**config.mk**
```make
export PLATFORM = sky130hd
export DESIGN_NAME = bcfc_dp
export DESIGN_NICKNAME = d
export VERILOG_FILES = /design/src/hdl/bcfc_pkg.sv /design/src/hdl/bcfc_dp.sv
export SDC_FILE = /design/constraint.sdc
export NUM_CORES = 2
export LEC_CHECK = 0
export BUFFER_PORTS_ARGS = -buffer_cell sky130_fd_sc_hd__buf_2
export CAP_MARGIN = 20
export CORE_MARGIN = 1.5
export CORE_UTILIZATION = 30
export CTS_CLUSTER_SIZE = 8
export DETAILED_ROUTE_END_ITERATION = 8
export PLACE_DENSITY_LB_ADDON = 0.12
export SLEW_MARGIN = 15
export SYNTH_ARGS = -nofsm -noshare
export SYNTH_HDL_FRONTEND = slang
export SYNTH_SLANG_ARGS = --single-unit
```
**constraint.sdc**
```tcl
create_clock -name clk -period 10.7 [get_ports clk]
set_input_delay 1.605 -clock clk [delete_from_list [all_inputs] [get_ports clk]]
set_output_delay 1.605 -clock clk [all_outputs]
set_load 0.02 [all_outputs]
```
**src/hdl/bcfc_pkg.sv**
```systemverilog
// Package: shared constants and controller/datapath interface types
package bcfc_pkg;

	localparam int ROW_BYTES_DEF = 256;

	localparam logic [31:0] GUARD_VALUE      = 32'h2b620bc3;
	localparam logic [31:0] PAGE_BASE_MASK   = 32'hffffff00;
	localparam logic [7:0]  CMD_UNLOCK       = 8'ha0;
	localparam logic [7:0]  CMD_DATA         = 8'ha1;
	localparam logic [7:0]  CMD_VERIFY       = 8'ha2;
	localparam logic [7:0]  CMD_RESET        = 8'ha3;
	localparam logic [32:0] DATA_FLASH_BYTES = 33'd2048;
	localparam logic [32:0] SMALL_ROW_BYTES  = 33'd256;

	localparam logic [1:0] RESP_OK      = 2'd0;
	localparam logic [1:0] RESP_ERROR   = 2'd1;
	localparam logic [1:0] RESP_INVALID = 2'd2;

	localparam logic [1:0] KIND_NONE    = 2'd0;
	localparam logic [1:0] KIND_FLASH   = 2'd1;
	localparam logic [1:0] KIND_HANDOFF = 2'd2;
	localparam logic [1:0] KIND_VERIFY  = 2'd3;

	localparam int CFG_IW = 3;
	localparam logic [CFG_IW-1:0] REG_IDLE_TIMEOUT = 3'd0;
	localparam logic [CFG_IW-1:0] REG_MAIN_SIZE    = 3'd1;
	localparam logic [CFG_IW-1:0] REG_DATA_BASE    = 3'd2;
	localparam logic [CFG_IW-1:0] REG_USER_BASE    = 3'd3;
	localparam logic [CFG_IW-1:0] REG_BOOT_BASE    = 3'd4;

	localparam logic [15:0] IDLE_TIMEOUT_RST = 16'd100;
	localparam logic [31:0] MAIN_SIZE_RST    = 32'd65536;
	localparam logic [31:0] DATA_BASE_RST    = 32'd4194304;
	localparam logic [31:0] USER_BASE_RST    = 32'd8404992;
	localparam logic [31:0] BOOT_BASE_RST    = 32'd8437760;

	typedef struct packed {
		logic accept;
		logic exec;
		logic rd_first;
		logic rd_next;
		logic load_word;
	} bcfc_cmd_t;

	typedef struct packed {
		logic fire;
		logic single;
		logic last_out;
	} bcfc_status_t;

endpackage

```
**src/hdl/bcfc_dp.sv**
```systemverilog
// Datapath: framing, payload store, command checks, window and result registers
module bcfc_dp #(
	parameter int ROW_BYTES = bcfc_pkg::ROW_BYTES_DEF
) (
	input  logic                        clk,
	input  logic                        arst_n,
	input  bcfc_pkg::bcfc_cmd_t          cmd,
	output bcfc_pkg::bcfc_status_t       st,
	input  logic                        req_type,
	input  logic [7:0]                  rx_byte,
	input  logic                        cfg_valid,
	input  logic [bcfc_pkg::CFG_IW-1:0] cfg_index,
	input  logic [31:0]                 cfg_data,
	output logic                        resp_valid,
	output logic [1:0]                  resp_code,
	output logic [1:0]                  word_kind,
	output logic [31:0]                 word_addr,
	output logic [31:0]                 word_data,
	output logic [31:0]                 verify_length,
	output logic                        reset_request,
	output logic                        last
);
	import bcfc_pkg::*;

	localparam int STORE_WORDS = 2 + ROW_BYTES / 4;
	localparam int AW          = $clog2(STORE_WORDS);
	localparam int BPW         = $clog2(8 + ROW_BYTES + 1);
	localparam int N_WORDS     = ROW_BYTES / 4;
	localparam int IW          = $clog2(N_WORDS);
	localparam logic [BPW-1:0] LEN_UNLOCK = BPW'(12);
	localparam logic [BPW-1:0] LEN_DATA   = BPW'(8 + ROW_BYTES);
	localparam logic [BPW-1:0] LEN_VERIFY = BPW'(8);
	localparam logic [BPW-1:0] LEN_RESET  = BPW'(20);
	localparam logic [IW-1:0]  IDX_DATA_LAST  = IW'(N_WORDS - 1);
	localparam logic [IW-1:0]  IDX_RESET_LAST = IW'(3);
	localparam logic [32:0]    ROW_SPAN       = 33'(ROW_BYTES);

	logic [15:0]    timeout_q;
	logic [31:0]    main_size_q, data_base_q, user_base_q, boot_base_q;
	logic [7:0]     cur_cmd_q, exec_cmd_q;
	logic [BPW-1:0] bp_q, exp_q, exp_open;
	logic [15:0]    idle_q, idle_next;
	logic [23:0]    acc_q;
	logic [31:0]    w0_q, w1_q, w2_q;
	logic [31:0]    wb_q, we_q;
	logic [31:0]    mem [STORE_WORDS];
	logic [31:0]    rdata_q;
	logic [AW-1:0]  ptr_q, rd_addr, wr_addr;
	logic [31:0]    wr_word;
	logic           wr_en;
	logic [IW-1:0]  idx_q;
	logic           run_data_q;
	logic           open_c, fire_c;

	logic        guard_ok, unlock_pass, data_pass, dec_single, dec_run_data;
	logic [32:0] ue;
	logic [1:0]  s_code, s_kind;
	logic        s_rv;
	logic [31:0] s_addr, s_data, s_vlen;
	logic        fin;

	always_ff @(posedge clk or negedge arst_n) begin
		if (!arst_n) begin
			timeout_q   <= IDLE_TIMEOUT_RST;
			main_size_q <= MAIN_SIZE_RST;
			data_base_q <= DATA_BASE_RST;
			user_base_q <= USER_BASE_RST;
			boot_base_q <= BOOT_BASE_RST;
		end else if (cfg_valid) begin
			case (cfg_index)
				REG_IDLE_TIMEOUT: timeout_q   <= cfg_data[15:0];
				REG_MAIN_SIZE:    main_size_q <= cfg_data;
				REG_DATA_BASE:    data_base_q <= cfg_data;
				REG_USER_BASE:    user_base_q <= cfg_data;
				REG_BOOT_BASE:    boot_base_q <= cfg_data;
				default: begin
				end
			endcase
		end
	end

	always_comb begin
		case (rx_byte)
			CMD_UNLOCK: exp_open = LEN_UNLOCK;
			CMD_DATA:   exp_open = LEN_DATA;
			CMD_VERIFY: exp_open = LEN_VERIFY;
			CMD_RESET:  exp_open = LEN_RESET;
			default:    exp_open = '0;
		endcase
	end

	assign open_c    = (cur_cmd_q == 8'd0);
	assign fire_c    = !req_type && (open_c ? (exp_open == '0 && rx_byte != 8'd0)
	                                        : (bp_q + BPW'(1) == exp_q));
	assign idle_next = (idle_q != 16'hffff) ? idle_q + 16'd1 : idle_q;
	assign wr_addr   = AW'(bp_q >> 2);
	assign wr_word   = {rx_byte, acc_q};
	assign wr_en     = cmd.accept && !req_type && !open_c && (bp_q < exp_q)
	                   && (bp_q[1:0] == 2'd3);

	always_ff @(posedge clk or negedge arst_n) begin
		if (!arst_n) begin
			cur_cmd_q  <= '0;
			exec_cmd_q <= '0;
			bp_q       <= '0;
			exp_q      <= '0;
			idle_q     <= '0;
			w0_q       <= '0;
		end else if (cmd.accept) begin
			if (req_type) begin
				idle_q <= idle_next;
				if (idle_next >= timeout_q) begin
					cur_cmd_q <= '0;
				end
			end else begin
				idle_q <= '0;
				if (open_c) begin
					bp_q  <= '0;
					exp_q <= exp_open;
					w0_q  <= '0;
					cur_cmd_q <= fire_c ? 8'd0 : rx_byte;
					if (fire_c) begin
						exec_cmd_q <= rx_byte;
					end
				end else begin
					if (bp_q < exp_q) begin
						bp_q <= bp_q + BPW'(1);
						if (wr_en && wr_addr == AW'(0)) begin
							w0_q <= wr_word;
						end
					end
					if (fire_c) begin
						cur_cmd_q  <= '0;
						exec_cmd_q <= cur_cmd_q;
					end
				end
			end
		end
	end

	always_ff @(posedge clk) begin
		if (cmd.accept && !req_type && !open_c && bp_q < exp_q) begin
			acc_q <= {rx_byte, acc_q[23:8]};
		end
		if (wr_en && wr_addr == AW'(1)) begin
			w1_q <= wr_word;
		end
		if (wr_en && wr_addr == AW'(2)) begin
			w2_q <= wr_word;
		end
	end

	always_ff @(posedge clk) begin
		if (wr_en) begin
			mem[wr_addr] <= wr_word;
		end
	end

	assign guard_ok = (w0_q == GUARD_VALUE);
	assign ue       = {1'b0, w1_q} + {1'b0, w2_q};

	always_comb begin
		unlock_pass = ((w1_q & ~PAGE_BASE_MASK) == 32'd0)
		              && ((w2_q & ~PAGE_BASE_MASK) == 32'd0)
		              && !ue[32] && (ue > {1'b0, w1_q})
		              && ((ue <= {1'b0, main_size_q})
		                  || ({1'b0, w1_q} >= {1'b0, data_base_q}
		                      && ue <= {1'b0, data_base_q} + DATA_FLASH_BYTES)
		                  || ({1'b0, w1_q} >= {1'b0, user_base_q}
		                      && ue <= {1'b0, user_base_q} + SMALL_ROW_BYTES)
		                  || ({1'b0, w1_q} >= {1'b0, boot_base_q}
		                      && ue <= {1'b0, boot_base_q} + SMALL_ROW_BYTES));
		data_pass = (wb_q <= w1_q) && ({1'b0, w1_q} + ROW_SPAN <= {1'b0, we_q});
	end

	always_comb begin
		dec_single   = 1'b1;
		dec_run_data = 1'b0;
		s_rv         = 1'b1;
		s_code       = RESP_INVALID;
		s_kind       = KIND_NONE;
		s_addr       = '0;
		s_data       = '0;
		s_vlen       = '0;
		if (guard_ok) begin
			case (exec_cmd_q)
				CMD_UNLOCK: begin
					s_code = unlock_pass ? RESP_OK : RESP_ERROR;
				end
				CMD_DATA: begin
					if (data_pass) begin
						dec_single   = 1'b0;
						dec_run_data = 1'b1;
					end else begin
						s_code = RESP_ERROR;
					end
				end
				CMD_VERIFY: begin
					if (we_q > wb_q) begin
						s_rv   = 1'b0;
						s_code = RESP_OK;
						s_kind = KIND_VERIFY;
						s_addr = wb_q;
						s_data = w1_q;
						s_vlen = we_q - wb_q;
					end
				end
				CMD_RESET: begin
					dec_single = 1'b0;
				end
				default: begin
				end
			endcase
		end
	end

	assign rd_addr = cmd.rd_first ? (dec_run_data ? AW'(2) : AW'(1)) : ptr_q + AW'(1);

	always_ff @(posedge clk) begin
		if (cmd.rd_first || cmd.rd_next) begin
			rdata_q <= mem[rd_addr];
			ptr_q   <= rd_addr;
		end
	end

	always_ff @(posedge clk or negedge arst_n) begin
		if (!arst_n) begin
			wb_q <= '0;
			we_q <= '0;
		end else if (cmd.exec && guard_ok && exec_cmd_q == CMD_UNLOCK) begin
			wb_q <= unlock_pass ? w1_q : 32'd0;
			we_q <= unlock_pass ? ue[31:0] : 32'd0;
		end
	end

	assign fin = run_data_q ? (idx_q == IDX_DATA_LAST) : (idx_q == IDX_RESET_LAST);

	always_ff @(posedge clk) begin
		if (cmd.exec) begin
			run_data_q <= dec_run_data;
			idx_q      <= '0;
			if (dec_single) begin
				resp_valid    <= s_rv;
				resp_code     <= s_code;
				word_kind     <= s_kind;
				word_addr     <= s_addr;
				word_data     <= s_data;
				verify_length <= s_vlen;
				reset_request <= 1'b0;
				last          <= 1'b1;
			end
		end else if (cmd.load_word) begin
			idx_q         <= idx_q + IW'(1);
			resp_valid    <= fin;
			resp_code     <= RESP_OK;
			word_kind     <= run_data_q ? KIND_FLASH : KIND_HANDOFF;
			word_addr     <= run_data_q ? w1_q + 32'({idx_q, 2'b00}) : 32'(idx_q);
			word_data     <= rdata_q;
			verify_length <= '0;
			reset_request <= fin && !run_data_q;
			last          <= fin;
		end
	end

	assign st.fire     = fire_c;
	assign st.single   = dec_single;
	assign st.last_out = last;

endmodule

```
After elaboration in Yosys (flattened, before gate mapping). Memories as Yosys holds them, arrays and structs flattened. A register that Yosys moved wholly into a read port is not among the register bits. Cells that the tools add are included.

Bits of input ports: 52. Register bits: 495. Memories: 1. Logic and storage cells: 200. RAM bits: 2112.

Memories: mem (depth 66, width 32, rd ports 1, clocked after memory_dff 1, wr ports 1, RTL line bcfc_dp.sv:46) `logic [31:0] mem [STORE_WORDS];`.

$add $sub $neg: 11. Reduce and logical (&&, ||, !) cells: 50. Bitwise gates (word level): 1. Eq/ne operators: 22. Muxes and demuxes: 75. $lt $le $gt $ge: 13.

Operators with widths (count): 32-bit two-way mux (24); 32-bit by 9-bit adder with 33-bit output, second input constant (3); 33-bit less-or-equal comparator (3); 32-bit >= comparator (3); 33-bit by 32-bit less-or-equal comparator with 1-bit output (2); 8-bit == test, second input constant (8); 32-bit logical NOT (2); 8-bit two-way mux (8); 9-bit one-hot mux with 4 select lines (1); 32-bit by 12-bit adder with 33-bit output, second input constant (1); 32-bit by 32-bit adder with 33-bit output (1); 33-bit by 32-bit > comparator with 1-bit output (1); 32-bit by 8-bit adder with 32-bit output (1); 32-bit by 30-bit == test with 1-bit output, second input constant (1); 32-bit > comparator (1); 32-bit less-or-equal comparator (1); 16-bit two-way mux (2); 32-bit subtractor (1); 2-bit two-way mux (14); 1-bit two-way mux (21); 1-bit logical AND (20); 9-bit two-way mux (2); 16-bit by 1-bit adder with 16-bit output, second input constant (1); 16-bit >= comparator (1); 31 further kinds (49).

Depth between registers and ports, before layout.
Depth after elaboration: 12. Depth in mapped cells: 25. Depth with buffers taken out: 24.

Least setup slack after synthesis. OpenSTA, ideal clock, no wires.

Kind: reg2reg. From: register w1_q[10]. To: register last (enable). Path slack: 4.503 ns. Path buffers: 0. Arrival time: 5.778 ns. Library setup time: 0.418 ns. Stages on the path, launching flop included: 18. Required time: 10.282 ns. Cell sequence: edfxtp_1 > nand3_1 > nor4_1 > and3_1 > nand3_1 > nor4_1 > and2_1 > nand4_1 > xnor2_1 > ha_1 > nand4_1 > or4_1 > a2111o_1 > o22ai_1 > nor3_1 > and2_1 > o211ai_1 > mux2_2.

Longest elaborated chain between the ends: 8. Elaborated cells on any way between the ends: 9. Those cells by class: add/sub (1); order compare (2); eq/ne (1); mux (3); reduce/logical (2).

RTL lines: start: declaration (RTL line bcfc_dp.sv:44) `logic [31:0] w0_q, w1_q, w2_q;`; start signal: assignment (RTL line bcfc_dp.sv:146) `w1_q <= wr_word;`; 32-bit by 9-bit adder with 33-bit output (RTL line bcfc_dp.sv:173) `data_pass = (wb_q <= w1_q) && ({1'b0, w1_q} + ROW_SPAN <= {1'b0, we_q});`; 33-bit by 32-bit less-or-equal comparator with 1-bit output (RTL line bcfc_dp.sv:173); 1-bit logical AND * (RTL line bcfc_dp.sv:173); 1-bit two-way mux * (RTL line bcfc_dp.sv:191) `if (data_pass) begin`; 1-bit one-hot mux with 2 select lines * (RTL line bcfc_dp.sv:186) `case (exec_cmd_q)`; 1-bit two-way mux * (RTL line bcfc_dp.sv:185) `if (guard_ok) begin`; named net dec_single (RTL line bcfc_dp.sv:55) `logic guard_ok, unlock_pass, data_pass, dec_single, dec_run_data;`; 2-bit by 1-bit inequality test with 1-bit output (no source line) *; 2-bit AND reduction (no source line) *; end signal: assignment (RTL line bcfc_dp.sv:261) `last <= fin;`; end: declaration (RTL line bcfc_dp.sv:21) `output logic last`.

The timed path passes the listed nets; every way through them passes the cells marked *. A chain may end at the register's enable or synchronous reset.

==> run metrics <==
antenna violations before repair=39; Die W=622 um; cells taking the most area after synthesis=edfxtp_1 (61%), dfrtp_1 (6.0%), ha_1 (4.5%), o22ai_1 (4.2%), a21oi_1 (2.8%); crit path kind=register to output port; period utilisation layout=81.7%; CTS tree=done; first-pass GRT wire length=639 mm; Initial Utilization=30.2%; Worst Hold Class=register to register; clk_lat worst skew=0.95 ns; max cap viols=0; synth cell count leaders=edfxtp_1 (2343), o22ai_1 (764), nand2_1 (734); RR Endpoint=rdata_q[14]$_DFFE_PP_; Hold Crit Depth=0; Setup TNS Final=0 ns; setup violators final=0; Final Hold Fails=0; Clock Skew=0.0665 ns; Yosys warnings=0; Die H=622 um; area grow syn2layout=16.4%; Overflow after GRT=0; fraction of registers with async set or reset after synthesis=10.8%; Mapped Area=115000 um^2; DR WL/cell=32.8 um; Core ar.=380000 um^2; io pins=158; met1 WL=202 mm; vias=80.0k; Critical R2R Launch=w1_q[9]$_DFFE_PP_; Max Fanout on Critical Path=9; Cell variety after synth=96; placer congestion estimate=0.877; Static Leak=45.7 nW; worst slew pin tran=1.38 ns; fraction of layout cells with a size suffix above 1=12.5%; total placed cells including tap cells=13.6k; Remaining DRCs=0; Final ANT Viol Nets=0; count leader, synth=edfxtp_1; root buffer cell=clkbuf_16; die area=386000 um^2; relative slew slack=8.13%; vias in the first global route=77.6k; total power=25.1 mW; CTS clk-pin slew, worst paths=0.05 ns; RSZ-0062 raised after global routing=no; post-CTS sizing=0; worst reg2reg setup slack=2.12 ns; Bufs on Longest Clock Path=4; Startpoint Class=register; Avg Cell Area, Syn=13.2 um^2; global-route usage over all layers=23.2%; hpwl dp=286 mm; status=finished clean; Synth Net Count=9139; worst-case reg-to-reg path depth=21; DRT Wirelength=462 mm; row cnt=226; largest net degree at the start of global routing=125; synthesized flop and latch total=2634; Hold Buf Count CTS=0; post-synth top area share=61.3%; crit-path cells=nand3_1, nor4_1, and3_1, nand3_1, nor4_1, and2_1, nand4_1, xnor2_1, ha_1, nand4_1, or4_1, a2111o_1, o22ai_1, nor3_1, buf_4, and2_1, o211ai_1, buf_2; final hold slack=0.442 ns; CP peak stage delay=0.72 ns; DR WL met2=214 mm; Mapped Cells=8670; PortBufs=157; Peak VDD IR=0.132 mV; Power Density=188 nW/um^2; WP data arrival=7.14 ns; CP endpoint kind=output port; achievable clock frequency=0.114 GHz; register area share after synthesis=67.6%; clk sink count=2634; dominant synthesized flop cell=edfxtp_1; Tmin final=8.74 ns; CP required=9.10 ns; worst hold endpoint=acc_q[2]$_DFFE_PP_; 1st-iter DRT viols=8634; Slew Viols, Final=0; cts bufs inserted=372; fin cells=14.1k; Hold Startpoint=acc_q[10]$_DFFE_PP_; iteration count of the initial detailed-routing pass=7; Final nets=9437; slowest CP cell=edfxtp_1; EDFF count, synth=2343; Post-CTS Setup Bufs=0; Via density=5.67; htree depth=5; Yosys top cell by area=edfxtp_1; met3 WL=30.2 mm; Top Metal Used=met5
-- worst max-delay path by stage --
stage | slack [ns] | cells past startpoint | from | to
after detailed placement | 2.34 | 21 | w1_q[9]$_DFFE_PP_ | rdata_q[14]$_DFFE_PP_
after global placement | 2.03 | 22 | w1_q[9]$_DFFE_PP_ | rdata_q[6]$_DFFE_PP_
after floorplan | 4.50 | 17 | w1_q[10]$_DFFE_PP_ | last$_SDFFCE_PP1P_
after global routing | 1.72 | 18 | w1_q[9]$_DFFE_PP_ | st[1]
final | 1.96 | 18 | w1_q[9]$_DFFE_PP_ | st[1]
after CTS | 2.00 | 18 | w1_q[9]$_DFFE_PP_ | st[1]
-- logic make-up after synthesis --
group / Yosys count / synth area share, %
compound gates: 2778 / 15.6
xor+xnor: 193 / 1.47
fa+ha+maj: 418 / 4.57
buf+inv: 865 / 2.93
flops: 2634 / 67.6
mux: 114 / 1.10
simple gates: 1668 / 6.66
-- layer usage --
| layer | up-vias | GRT usage [%] |
|---|---|---|
| met4 | 6 | 7.22 |
| met5 | - | 0 |
| met2 | 3057 | 37.5 |
| li1 | 34600 | - |
| met3 | 614 | 3.44 |
| met1 | 41700 | 32.1 |
-- worst max-delay path: cells and delay by family (launching register included) --
family	cells	cell delay, ns
xor+xnor	1	0.16
simple gates	11	3.44
compound gates	3	1.06
fa+ha+maj	1	0.36
buf+inv	2	0.48
flops	1	0.72
-- where the power goes --
group          switching (mW)  total, mW  internal (mW)
clock                    4.47       10.8           6.36
sequential              0.230       11.6           11.3
combinational            1.87       2.68          0.811
-- cells in the final DEF (no fill, tap or decap), types with 209 or more instances in the layout --
master	netlist	final
o21ai_0	436	433
edfxtp_1	2343	2343
nor2_1	286	209
nand3_1	223	221
buf_4	6	290
o22ai_1	764	764
inv_1	319	316
nand2_1	734	731
dfrtp_1	275	275
o221ai_1	324	324
a21oi_1	651	650
ha_1	414	414
clkbuf_16	0	375
-- sequential cells by signal, summed over array words and instances (netlist names), 7 cells and up --
| register | flops |
|---|---|
| word_data | 32 |
| main_size_q | 32 |
| timeout_q | 16 |
| user_base_q | 32 |
| we_q | 32 |
| cur_cmd_q | 8 |
| wb_q | 32 |
| mem | 2112 |
| verify_length | 32 |
| word_addr | 32 |
| data_base_q | 32 |
| idle_q | 16 |
| w0_q | 32 |
| w2_q | 32 |
| exec_cmd_q | 8 |
| acc_q | 24 |
| ptr_q | 7 |
| boot_base_q | 32 |
| bp_q | 9 |
| w1_q | 32 |
| rdata_q | 32 |
-- final cells by class --
class / instances / area (um^2)
antenna: 17 / 42.5
clock buffer: 438 / 9670
fill: 36600 / 246000
timing repair buffer: 464 / 3410
sequential: 2634 / 77600
clock inverter: 30 / 601
multi-input combinational: 5171 / 34700
inverter: 325 / 1240
tap: 5016 / 6280
-- per-stage QoR --
| stage | setup slack, ns | util [%] | cell area [um^2] |
|---|---|---|---|
| floorplan | 4.50 | - | 115000 |
| global placement | 2.03 | 32.4 | 123000 |
| detailed placement | 2.34 | 32.4 | 123000 |
| CTS | 2.00 | 35.1 | 133000 |
| global route | 1.72 | 35.2 | 134000 |
| finish | 1.96 | 35.2 | 134000 |
Power figures use the tool's default switching activity.
